===== config.mk =====
export PLATFORM = sky130hd
export DESIGN_NAME = hbf_fifo
export DESIGN_NICKNAME = d
export VERILOG_FILES = /design/src/rtl/hbf_pkg.sv /design/src/rtl/hbf_fifo.sv
export SDC_FILE = /design/constraint.sdc
export NUM_CORES = 2
export LEC_CHECK = 0
export ABC_AREA = 1
export BUFFER_PORTS_ARGS = -buffer_cell sky130_fd_sc_hd__buf_2
export CAP_MARGIN = 20
export CORE_ASPECT_RATIO = 1.25
export CORE_MARGIN = 5
export CORE_UTILIZATION = 40
export CTS_BUF_LIST = sky130_fd_sc_hd__clkbuf_4
export DETAILED_ROUTE_END_ITERATION = 10
export GPL_ROUTABILITY_DRIVEN = 0
export PLACE_DENSITY = 0.58
export SLEW_MARGIN = 10
export SYNTH_ARGS = -nofsm -noshare
export SYNTH_HDL_FRONTEND = slang
export SYNTH_SLANG_ARGS = --single-unit

===== constraint.sdc =====
create_clock -name clk -period 19.6 [get_ports clk]
set_clock_uncertainty 0.1 [all_clocks]
set_input_delay 1.96 -clock clk [delete_from_list [all_inputs] [get_ports clk]]
set_output_delay 1.96 -clock clk [all_outputs]
set_load 0.01 [all_outputs]

===== src/rtl/hbf_pkg.sv =====
package hbf_pkg;

  localparam int MAX_WIDTH     = 1024;
  localparam int WINDOW_RADIUS = 13;
  localparam int WIN           = 2 * WINDOW_RADIUS + 1;
  localparam int LINES         = 2 * WINDOW_RADIUS;
  localparam int COL_W         = $clog2(MAX_WIDTH);
  localparam int SZ_W          = COL_W + 2;
  localparam int CFG_W         = 11;
  localparam int MIN_SIZE      = 27;
  localparam int MAX_HEIGHT    = 1024;
  localparam int POS_W         = 10;
  localparam int SLOT_W        = $clog2(LINES);
  localparam int PIX_W         = 8;
  localparam int PSUM_W        = $clog2(WIN * 255 + 1);
  localparam int PRE_ST        = $clog2(WIN);
  localparam int COLV_W        = 15;
  localparam int RES_W         = 18;
  localparam int NSCALE        = 4;
  localparam int SCALE_W       = 2;
  localparam int NRANGE        = 6;
  localparam int NSRC          = 3;
  localparam int CHUNK         = 5;
  localparam int NCHUNK        = 4;
  localparam int FIFO_DEPTH    = 16;
  localparam int FIFO_AW       = $clog2(FIFO_DEPTH);
  localparam int CRED_W        = $clog2(FIFO_DEPTH + 1);

  localparam logic [SCALE_W-1:0] LAST_SCALE = SCALE_W'(NSCALE - 1);

  typedef enum logic {
    REG_WIDTH  = 1'b0,
    REG_HEIGHT = 1'b1
  } cfg_reg_t;

  // range slots: centre band, first lobe, middle lobe, last lobe, quad band above/left,
  // quad band below/right. Same numbers serve as rows and as columns.
  localparam int R_V  = 0;
  localparam int R_A  = 1;
  localparam int R_M  = 2;
  localparam int R_B  = 3;
  localparam int R_DN = 4;
  localparam int R_DP = 5;

  // column quantities kept per scale
  localparam int SRC_V = 0;
  localparam int SRC_Y = 1;
  localparam int SRC_D = 2;

  localparam int RLO [NSCALE][NRANGE] = '{
    '{11, 9, 12, 15, 10, 14},
    '{ 9, 6, 11, 16,  7, 14},
    '{ 7, 3, 10, 17,  4, 14},
    '{ 5, 0,  9, 18,  1, 14}
  };
  localparam int RHI [NSCALE][NRANGE] = '{
    '{15, 11, 14, 17, 12, 16},
    '{17, 10, 15, 20, 12, 19},
    '{19,  9, 16, 23, 12, 22},
    '{21,  8, 17, 26, 12, 25}
  };

  // horizontal sum k runs over column range k of this quantity
  function automatic int sum_src(input int k);
    int r;
    begin
      if (k == R_V) r = SRC_Y;
      else if (k == R_DN || k == R_DP) r = SRC_D;
      else r = SRC_V;
      return r;
    end
  endfunction

  function automatic int lo_below(input int s, input int r);
    int v;
    begin
      v = (RLO[s][r] == 0) ? 0 : RLO[s][r] - 1;
      return v;
    end
  endfunction

  typedef logic [WIN-1:0][PIX_W-1:0] column_t;

  typedef struct packed {
    logic             emit;
    logic [POS_W-1:0] row;
    logic [POS_W-1:0] col;
  } meta_t;

  typedef struct packed {
    logic [POS_W-1:0]                  row;
    logic [POS_W-1:0]                  col;
    logic [NSCALE-1:0][RES_W-1:0]      dxx;
    logic [NSCALE-1:0][RES_W-1:0]      dyy;
    logic [NSCALE-1:0][RES_W-1:0]      dxy;
  } entry_t;

  typedef struct packed {
    logic pop;
    logic drop;
  } credit_t;

endpackage


===== src/rtl/hbf_fifo.sv =====
module hbf_fifo (
  input  logic            clk,
  input  logic            rst,
  input  logic            push,
  input  hbf_pkg::entry_t din,
  input  logic            pop,
  output hbf_pkg::entry_t dout,
  output logic            empty
);

  hbf_pkg::entry_t               slots [hbf_pkg::FIFO_DEPTH];
  logic [hbf_pkg::FIFO_AW-1:0]   wp, rp;
  logic [hbf_pkg::CRED_W-1:0]    count;
  logic                          full;

  assign empty = (count == '0);
  assign full  = (count == hbf_pkg::CRED_W'(hbf_pkg::FIFO_DEPTH));
  assign dout  = slots[rp];

  always_ff @(posedge clk) begin
    if (rst) begin
      wp    <= '0;
      rp    <= '0;
      count <= '0;
    end else begin
      if (push) wp <= wp + hbf_pkg::FIFO_AW'(1);
      if (pop)  rp <= rp + hbf_pkg::FIFO_AW'(1);
      count <= count + hbf_pkg::CRED_W'(push) - hbf_pkg::CRED_W'(pop);
    end
  end

  always_ff @(posedge clk) begin
    if (push) slots[wp] <= din;
  end

  a_no_overflow: assert property (@(posedge clk) disable iff (rst)
    !(push && full))
    else $error("queue push while full");

  a_no_underflow: assert property (@(posedge clk) disable iff (rst)
    !(pop && empty))
    else $error("queue pop while empty");

endmodule


# == Word level (Yosys, flattened, before mapping) ==
# Memory sizes are Yosys's and may differ from the RTL's. A register that Yosys moved wholly into a read port is not among the register bits.
# Cells that the tools add are included.
# totals
regBits,13
ramBits,3776
input_bits,240
mem_count,1
# op_classes
add_sub_neg,4
mux,4
reduce_logical,1
# memory_table
name,words,width,rd,rd_ports_with_merged_regs,wr,line_no,text
slots,16,236,1,1,1,hbf_fifo.sv:11,hbf_pkg::entry_t slots [hbf_pkg::FIFO_DEPTH];
# ops
op,n
"4-bit by 1-bit adder with 4-bit output, second input constant",2
4-bit two-way mux,2
5-bit by 1-bit adder with 5-bit output,1
5-bit zero test,1
5-bit by 1-bit subtractor with 5-bit output,1
1-bit two-way mux,2

# == Longest topological paths before layout ==
# logic_depth
depth_word,3
ltp_mapped,11
depth_no_buf,11

# == Worst setup path before layout ==
# Ideal clock, no wire load.
# synth_path
path_kind,input to register
from,in push
to,"mem slots[15][0] (netlist name), enable pin"
setup_time_ps,837
arrival_time_ps,12188
required_time_ps,18663
setup_slack_ps,6475
path_stages,3
cell_sequence,clkbuf_1 > nand2_1 > nor2_1
# synth_via
elab_chain_cells,2
# synth_rtl
item,line_no,text
start: declaration,hbf_fifo.sv:4,"input logic push,"
1-bit two-way mux,hbf_fifo.sv:33,if (push) slots[wp] <= din;
1-bit two-way mux (not written as such),hbf_fifo.sv:33,
end: declaration,hbf_fifo.sv:11,
# Every way passes these cells.

==> flow_metrics.py <==
metrics = {
    "power_and_ir_drop": {
        "power.density_nw_per_um2": 95.6,
        "ir_worst_vdd_v": 0.0000593,
        "leakage_nw": 69.4,
        "p_total_w": 0.0167,
    },
    "finish": {
        "multiInputGateArea_um2": 33800,
        "final_common_cell": "nand2_1",
        "mostFrequentLayoutCells": "5,226 x nand2_1, 3,776 x edfxtp_1, 2,685 x nand3_1, 1,326 x clkbuf_4, 1,256 x inv_1",
        "seqCellArea_um2": 114000,
        "area_delta_synth_final_pct": 11.9,
        "fill_cells": 36000,
        "final_nets": 14900,
        "final_layout_size_suffix_gt1_share_pct": 13.9,
    },
    "timing": {
        "period_minus_slack_ps": 9200,
        "tightestPinTransition_ps": 1180,
        "max_slew_margin_pct": 21.3,
        "grt_setup_unrepaired": "false",
        "setup_viol": 0,
        "hold_violations": 0,
        "max_freq_mhz": 109,
        "fin_crit_sh_pct": 46.9,
        "tns_ps": 0,
        "finalMaxSlewViolations": 0,
    },
    "worst_setup_path": {
        "slowest_delay_ps": 950,
        "path_max_fanout": 333,
        "slowest_stage": "buf_4",
        "start_kind": "flop",
        "cp.arrival_ps": 7140,
        "crit_chain": "clkinv_16 > buf_4 > buf_4 > buf_4 > buf_4 > nand2_1 > nand3_1 > nand3_1 > nand2_1 > nand2_1 > nand2_1 > buf_2",
        "end_kind": "output pin",
        "cp_top_family": "buffers and inverters",
        "critPathBufInv": 6,
        "critPathKind": "reg2out",
        "cp.required_ps": 17540,
    },
    "status": {
        "status": "finished clean",
    },
    "global_routing": {
        "grt_util_all_layers_pct": 20.8,
        "grt_max_degree": 334,
        "antenna_found_initial": 130,
        "grt_overflow": 0,
        "grt_pass1_vias": 101000,
        "grt_first_pass_wirelength_um": 638000,
    },
    "job": {
        "max_cap_viol_count": 0,
    },
    "route": {
        "via_per_inst": 5.07,
        "vias": 104000,
        "routed_wl_um": 431000,
        "drc": 0,
        "antenna_left": 0,
        "dr.pass1.iters": 5,
        "drtIter0Drc": 8834,
        "wl_per_cell_um": 21.0,
    },
    "placement": {
        "io_buffers": 476,
        "hpwl_um": 210000,
    },
    "floorplanning": {
        "io_pins": 477,
        "start_util_pct": 40.1,
        "coreArea_um2": 389000,
        "rows": 256,
        "die_h_um": 708,
        "die-area_um2": 403000,
        "die_w_um": 569,
    },
    "logic_synthesis": {
        "yosys.area.top_type": "edfxtp_1",
        "ys_types": 22,
        "syn_inst": 13900,
        "synth_top_area_share_pct": 72.7,
        "ys_seq_elements": 3793,
        "synth_fp_nets": 14100,
        "avgSynthCellArea_um2": 11.3,
        "synth.area.top_cells": "edfxtp_1 73%, nand2_1 13%, nand3_1 8.6%",
        "synth.yosys.seq_area_share_pct": 72.9,
        "synth_warnings": 0,
        "synth_area_um2": 156000,
    },
    "clock_tree": {
        "clock_latency_ps": 1620,
        "ctsResizeCount": 0,
        "clkSinkCount": 3793,
        "cts_made_buffers": 922,
        "htree_levels": 6,
        "cts_setup_buffers": 0,
        "path_clk_slew_ps": 60,
        "cts_tree": "built",
        "ctsLongestPathBuffers": 4,
        "hold_buffers": 0,
        "cts_root_buf": "clkbuf_4",
    },
    "hold_path": {
        "hold_path_class": "reg2reg",
    },
}
## cell families (layout without fill, tap and decap cells)
family / count (synthesis) / in the layout / share of synthesized area, %
compound gates: 12 / 12 / 0.0401
buf+inv: 2047 / 3525 / 5.48
fa+ha+maj: 12 / 12 / 0.101
xor+xnor: 3 / 3 / 0.0168
other cells: 0 / 42 / 0
flops: 3793 / 3793 / 72.9
simple gates: 7990 / 7990 / 21.5
## through the flow
stage	hold WS [ps]	cell area, µm²	utilization (%)	worst slack [ps]	cells
2_1_floorplan	350	156000	-	6480	13900
4_1_cts	200	174000	44.8	10100	20500
3_5_place_dp	366	163000	41.9	12060	18900
3_3_place_gp	361	163000	41.9	12090	18900
5_1_grt	298	175000	44.9	9760	20500
6_report	372	175000	44.9	10400	20500
## final timing paths
| kind | startpoint | endpoint | slack [ps] | depth (start not counted) |
|---|---|---|---|---|
| setup / recovery | flop | dout[118] | 10400 | 12 |
| hold / removal | rp[2] | flop | 370 | 2 |
| setup reg to reg | wp[0] | slots[12][128] | 14880 | 7 |
| hold reg to reg | rp[2] | flop | 370 | 2 |
## worst min-delay path, cell delays in order (launching register included)
cell and delay, ps:
dfxtp_1 310, inv_1 60, a21oi_1 70
## per-layer routing
metal	global-route usage [%]	wire, µm
met2	34.9	207000
met1	27.2	181000
met5	0	511
met3	3.99	30400
met4	6.92	12100
## cells in the mapped netlist (all sizes together)
master and count:
o21ai 3, buf 637, fa 1, clkinv 1
and3 1, o21a 1, nand3 2685, clkbuf 150
nand4 2, a21oi 8, edfxtp 3776, dfxtp 17
nor2 32, inv 1259, or2 44, ha 11
xor2 3, nand2 5226
## sequential cells by signal (all words and copies together) (netlist names), named ones only
name,flops
wp,4
slots,3776
rp,4
count,5
## power breakdown
part | total, W | switching, W | internal, W
registers | 0.00903 | 0.0000256 | 0.00901
clock network | 0.00637 | 0.00319 | 0.00317
logic | 0.00129 | 0.000941 | 0.000351
total | 0.0167 | 0.00416 | 0.0125
## final cells by class
cell class              instances  share of cell area [%]
clock inverters               279                   0.915
diodes                         42                  0.0602
multi-input cells            8017                    19.4
clock buffers                1326                    5.70
inverters                    1260                    2.74
repair buffers                660                    2.35
well taps                    5160                    3.70
flip-flops and latches       3793                    65.2
(Power assumes the default switching activity.)
