## src/rtl/hbf_pkg.sv

```systemverilog
package hbf_pkg;

  localparam int MAX_WIDTH     = 1024;
  localparam int WINDOW_RADIUS = 13;
  localparam int WIN           = 2 * WINDOW_RADIUS + 1;
  localparam int LINES         = 2 * WINDOW_RADIUS;
  localparam int COL_W         = $clog2(MAX_WIDTH);
  localparam int SZ_W          = COL_W + 2;
  localparam int CFG_W         = 11;
  localparam int MIN_SIZE      = 27;
  localparam int MAX_HEIGHT    = 1024;
  localparam int POS_W         = 10;
  localparam int SLOT_W        = $clog2(LINES);
  localparam int PIX_W         = 8;
  localparam int PSUM_W        = $clog2(WIN * 255 + 1);
  localparam int PRE_ST        = $clog2(WIN);
  localparam int COLV_W        = 15;
  localparam int RES_W         = 18;
  localparam int NSCALE        = 4;
  localparam int SCALE_W       = 2;
  localparam int NRANGE        = 6;
  localparam int NSRC          = 3;
  localparam int CHUNK         = 5;
  localparam int NCHUNK        = 4;
  localparam int FIFO_DEPTH    = 16;
  localparam int FIFO_AW       = $clog2(FIFO_DEPTH);
  localparam int CRED_W        = $clog2(FIFO_DEPTH + 1);

  localparam logic [SCALE_W-1:0] LAST_SCALE = SCALE_W'(NSCALE - 1);

  typedef enum logic {
    REG_WIDTH  = 1'b0,
    REG_HEIGHT = 1'b1
  } cfg_reg_t;

  // range slots: centre band, first lobe, middle lobe, last lobe, quad band above/left,
  // quad band below/right. Same numbers serve as rows and as columns.
  localparam int R_V  = 0;
  localparam int R_A  = 1;
  localparam int R_M  = 2;
  localparam int R_B  = 3;
  localparam int R_DN = 4;
  localparam int R_DP = 5;

  // column quantities kept per scale
  localparam int SRC_V = 0;
  localparam int SRC_Y = 1;
  localparam int SRC_D = 2;

  localparam int RLO [NSCALE][NRANGE] = '{
    '{11, 9, 12, 15, 10, 14},
    '{ 9, 6, 11, 16,  7, 14},
    '{ 7, 3, 10, 17,  4, 14},
    '{ 5, 0,  9, 18,  1, 14}
  };
  localparam int RHI [NSCALE][NRANGE] = '{
    '{15, 11, 14, 17, 12, 16},
    '{17, 10, 15, 20, 12, 19},
    '{19,  9, 16, 23, 12, 22},
    '{21,  8, 17, 26, 12, 25}
  };

  // horizontal sum k runs over column range k of this quantity
  function automatic int sum_src(input int k);
    int r;
    begin
      if (k == R_V) r = SRC_Y;
      else if (k == R_DN || k == R_DP) r = SRC_D;
      else r = SRC_V;
      return r;
    end
  endfunction

  function automatic int lo_below(input int s, input int r);
    int v;
    begin
      v = (RLO[s][r] == 0) ? 0 : RLO[s][r] - 1;
      return v;
    end
  endfunction

  typedef logic [WIN-1:0][PIX_W-1:0] column_t;

  typedef struct packed {
    logic             emit;
    logic [POS_W-1:0] row;
    logic [POS_W-1:0] col;
  } meta_t;

  typedef struct packed {
    logic [POS_W-1:0]                  row;
    logic [POS_W-1:0]                  col;
    logic [NSCALE-1:0][RES_W-1:0]      dxx;
    logic [NSCALE-1:0][RES_W-1:0]      dyy;
    logic [NSCALE-1:0][RES_W-1:0]      dxy;
  } entry_t;

  typedef struct packed {
    logic pop;
    logic drop;
  } credit_t;

endpackage

```

## src/rtl/hbf_back.sv

```systemverilog
module hbf_back (
  input  logic                         clk,
  input  logic                         rst,
  input  hbf_pkg::entry_t              head,
  input  logic                         empty,
  output logic                         pop,
  output logic                         res_valid,
  input  logic                         res_ready,
  output logic [hbf_pkg::SCALE_W-1:0]  scale,
  output logic [hbf_pkg::POS_W-1:0]    center_row,
  output logic [hbf_pkg::POS_W-1:0]    center_col,
  output logic signed [hbf_pkg::RES_W-1:0] dxx,
  output logic signed [hbf_pkg::RES_W-1:0] dyy,
  output logic signed [hbf_pkg::RES_W-1:0] dxy,
  output logic                         last
);

  hbf_pkg::entry_t               cur;
  logic [hbf_pkg::SCALE_W-1:0]   sc;
  logic                          busy, beat;

  assign beat = busy && res_ready;
  assign pop  = (!busy || (beat && sc == hbf_pkg::LAST_SCALE)) && !empty;

  always_ff @(posedge clk) begin
    if (rst) begin
      busy <= 1'b0;
      sc   <= '0;
    end else if (pop) begin
      busy <= 1'b1;
      sc   <= '0;
    end else if (beat) begin
      if (sc == hbf_pkg::LAST_SCALE) busy <= 1'b0;
      else sc <= sc + hbf_pkg::SCALE_W'(1);
    end
  end

  always_ff @(posedge clk) begin
    if (pop) cur <= head;
  end

  assign res_valid  = busy;
  assign scale      = sc;
  assign center_row = cur.row;
  assign center_col = cur.col;
  assign dxx        = cur.dxx[sc];
  assign dyy        = cur.dyy[sc];
  assign dxy        = cur.dxy[sc];
  assign last       = (sc == hbf_pkg::LAST_SCALE);

  a_mid_centre_holds: assert property (@(posedge clk) disable iff (rst)
    (beat && sc != hbf_pkg::LAST_SCALE) |=> (res_valid && sc == $past(sc) + hbf_pkg::SCALE_W'(1)))
    else $error("centre cut short before its last scale");

endmodule

```

## config.mk

```make
export PLATFORM = sky130hd
export DESIGN_NAME = hbf_back
export DESIGN_NICKNAME = d
export VERILOG_FILES = /design/src/rtl/hbf_pkg.sv /design/src/rtl/hbf_back.sv
export SDC_FILE = /design/constraint.sdc
export NUM_CORES = 1
export LEC_CHECK = 0
export BUFFER_PORTS_ARGS = -buffer_cell sky130_fd_sc_hd__buf_2
export CORE_ASPECT_RATIO = 0.7
export CORE_UTILIZATION = 45
export DETAILED_ROUTE_END_ITERATION = 12
export PLACE_DENSITY_LB_ADDON = 0.15
export SETUP_SLACK_MARGIN = 0.5
export SYNTH_ARGS = -nofsm -noshare
export SYNTH_HDL_FRONTEND = slang
export SYNTH_SLANG_ARGS = --single-unit
export TNS_END_PERCENT = 10
```

## constraint.sdc

```tcl
create_clock -name clk -period 34.3 [get_ports clk]
set_clock_uncertainty 0.05 [all_clocks]
set_input_delay 1.715 -clock clk [delete_from_list [all_inputs] [get_ports clk]]
set_output_delay 1.715 -clock clk [all_outputs]
set_load 0.03 [all_outputs]
```

### After elaboration in Yosys (flattened, before gate mapping)

Index checks and enable logic that the tools add are counted.

* bits in registers: 239
* bits of input ports: 240
* output and inout bits: 79
* logic and storage cells: 40

* $add $sub $neg: 1
* $lt $le $gt $ge: 1
* equal/unequal tests: 1
* mux-type cells: 9
* bitwise logic cells: 1
* reduce and logical (&&, ||, !) cells: 11

Operators with widths (number)
* $bmux 18 s2: 3
* $mux 18: 3
* $reduce_and 2->1: 2
* $reduce_bool 2->1: 2
* $logic_and 1x1->1: 3
* $lt 2x3->1 const B: 1
* $mux 1: 3
* $add 2x1->2 const B: 1
* $eq 2x2->1 const B: 1
* $logic_not 1->1: 2
* $reduce_or 2->1: 1
* $logic_or 1x1->1: 1
* $not 1->1: 1

### Logic depth before layout (Yosys ltp)

* word-level depth: 6
* mapped depth: 4
* mapped depth without buffers: 4

### Least setup slack after synthesis

OpenSTA, ideal clock, no wires.

* path type: input to output
* from: in res_ready
* to: out pop
* arrival: 13627 ps
* required time: 32535 ps
* setup slack: 18908 ps
* stages on the path: 2
* buffers on the path: 0
* path through: nand2_1 -> a21oi_1

* longest elaborated chain between the ends: 4

RTL lines
* from (decl): RTL line hbf_back.sv:8 `input logic res_ready,`
* $logic_and 1x1->1: RTL line hbf_back.sv:22 `assign beat = busy && res_ready;`
* $logic_and 1x1->1: RTL line hbf_back.sv:23 `assign pop = (!busy || (beat && sc == hbf_pkg::LAST_SCALE)) && !empty;`
* $logic_or 1x1->1: RTL line hbf_back.sv:23
* $logic_and 1x1->1: RTL line hbf_back.sv:23
* to (decl): RTL line hbf_back.sv:6 `output logic pop,`

Every way passes these cells.

### Worst setup path in the final report

Same ends and word-level chain as after synthesis.

==> impl_metrics.ini <==
[status]
run_status = completed

[clocking]
cts_tree = yes
cts_buffers = 24
holdBufCountCts = 0
cts_htree_levels = 1
cts.path.max_buffers = 3
cts_sinks = 239
clk_latency_ns = 0.49
post_cts_buffers = 0
clkTransAtPathRegs_ns = 0.06
post_cts_resized = 0
root_buffer = clkbuf_16

[die]
start_util = 0.461
rows = 42
die_h_microns = 119
ios = 319
fp.dieW_microns = 169
core_sq_mm = 0.0190
die_area_sq_mm = 0.0200

[global_route]
track_usage = 0.173
grt_pass1_vias = 4864
overflow = 0
grt_max_degree = 165
grt_pass1_wl_microns = 25700
antenna_found_initial = 4

[min_path]
min_path_type = register to register
hold_start = res_valid

[power_and_ir_drop]
p_leak_uw = 0.00429
powerDensity_mw_per_mm2 = 59.3
max-vdd-ir-drop_v = 0.0000383

[finish]
multi_input_area_sq_mm = 0.00131
layout.nets = 892
seqCellArea_sq_mm = 0.00715
final_cell_mix = buf_2, edfxtp_1, mux4_2
drive_gt1_frac = 0.610
final_common_cell = buf_2
area_growth_pct = 28.9
fill_cells = 1403

[routing]
via_per_inst = 4.83
dr.pass1.iters = 4
drt_iter0_drc = 337
wirelength_microns = 17300
drc_errors = 0
antenna_left = 0
wl_per_cell_microns = 18.5
num_vias = 4520

[worst_setup_path]
path_cells = buf_2 > nand2_1 > a21oi_4 > buf_12 > buf_2
critPathLaunchType = input pin
setup.worst_path.end_class = output pin
cp_slowest_stage_delay_ns = 0.55
r2r_start = scale[1]
cp-startpoint = res_ready
crit_path_max_fanout = 164
cpMaxStageDelayCell = buf_12
path_class = input pin to output pin
worstPathRequired_ns = 32.53
critPathArrivalTime_ns = 3.03
path_buf_inv = 3
critPathTopFamily = buffers and inverters
cpMostUsedCell = buf_2

[synth]
netlist_instances = 335
synth-xor-area-share = 0.00100
ys.warnings.count = 0
synthSimpleGateAreaFrac = 0.00286
synth.ff_latch_count = 239
yosysSeqAreaShare = 0.818
synthAdderAreaFrac = 0.00143
syn-num-nets = 576
synth_cell_types = 15
muxShareOfSynthArea = 0.142
synth_area_sq_mm = 0.00874
synth_top_family_by_area = multiplexers
synth_compound_area_frac = 0.00115
avgSynthCellArea_sq_um = 26.1

[timing]
drv_slew = 0
clock.fmax_mhz = 208
tightest_slew_ns = 0.926
rsz0062_at_grt = no
min_period_ns = 4.80
hold_viol_final = 0
tns_ns = 0
max_slew_margin = 0.383
whs_ns = 0.480
period_share = 0.140
setup_viol_count_final = 0

[placement]
hpwl_microns = 11800
port_buffers = 318
gp_congestion = 0.745

[run]
cap_violations = 0
## flip-flops by register name (all words and copies together) (netlist names)
name and flops:
center_col 10, scale 2, res_valid 1, cur 216
center_row 10
## synthesized netlist by cell type
library cell / instances / area share
a21oi_1: 2 / 0.0011
buf_12: 5 / 0.011
buf_2: 6 / 0.0034
buf_4: 20 / 0.017
buf_6: 1 / 0.0013
dfxtp_1: 3 / 0.0069
edfxtp_1: 236 / 0.81
ha_1: 1 / 0.0014
mux2i_1: 1 / 0.0011
mux4_1: 5 / 0.015
mux4_2: 49 / 0.13
nand2_1: 2 / 0.00086
nand3b_1: 1 / 0.00086
nor3_1: 2 / 0.0011
xor2_1: 1 / 0.0010
## per-stage QoR
stage	total power [uW]	std cells	instance area (sq um)	setup slack, ns	util
2_1_floorplan	389	335	8740	18.91	-
3_3_place_gp	402	889	10400	29.49	0.550
3_5_place_dp	404	889	10400	29.42	0.550
4_1_cts	677	933	11300	29.35	0.594
5_1_grt	691	934	11300	29.18	0.594
6_report	668	936	11300	29.50	0.594
## where the power goes
| group | internal (uW) | total [uW] | switching [uW] |
|---|---|---|---|
| logic | 21.9 | 52.4 | 30.5 |
| clock network | 171 | 271 | 100 |
| registers | 341 | 345 | 3.96 |
## worst register-to-register path, delay by kind of cell (launching register included)
family                   cells  cell delay, ns
buffers and inverters        3            2.28
adder cells (fa/ha/maj)      1            0.32
flip-flops                   1            0.31
AO/OA/AOI/OAI                1            0.19
AND/OR/NAND/NOR              1            0.12
## metal layers
layer	vias to the layer above	global-route usage	wire, microns
li1	2049	-	-
met1	2221	0.209	6580
met2	212	0.292	8600
met3	34	0.0573	1580
met4	4	0.0574	490
met5	-	0	24
## final cells by class
| cell class | instances | area share |
|---|---|---|
| flip-flops and latches | 239 | 0.635 |
| repair buffers | 322 | 0.145 |
| multi-input cells | 64 | 0.116 |
| clock buffers | 33 | 0.0582 |
| well taps | 264 | 0.0293 |
| clock inverters | 11 | 0.0158 |
| diodes | 3 | 0.000666 |
## path summary, 6_finish.rpt
kind / endpoint / slack, ns / cells past startpoint
worst max-delay path: pop / 29.50 / 5
worst min register to register: res_valid / 0.48 / 2
worst max register to register: cur[106] / 30.63 / 6
worst min-delay path: res_valid / 0.48 / 2
## kinds of logic (layout without fill, tap and decap cells)
logic type / after synthesis / in the layout
fa+ha+maj: 1 / 1
flops: 239 / 239
compound gates: 2 / 2
mux: 55 / 55
other cells: 0 / 3
buf+inv: 32 / 366
simple gates: 5 / 5
xor+xnor: 1 / 1
Note: power is estimated with default switching activity, not from simulation.
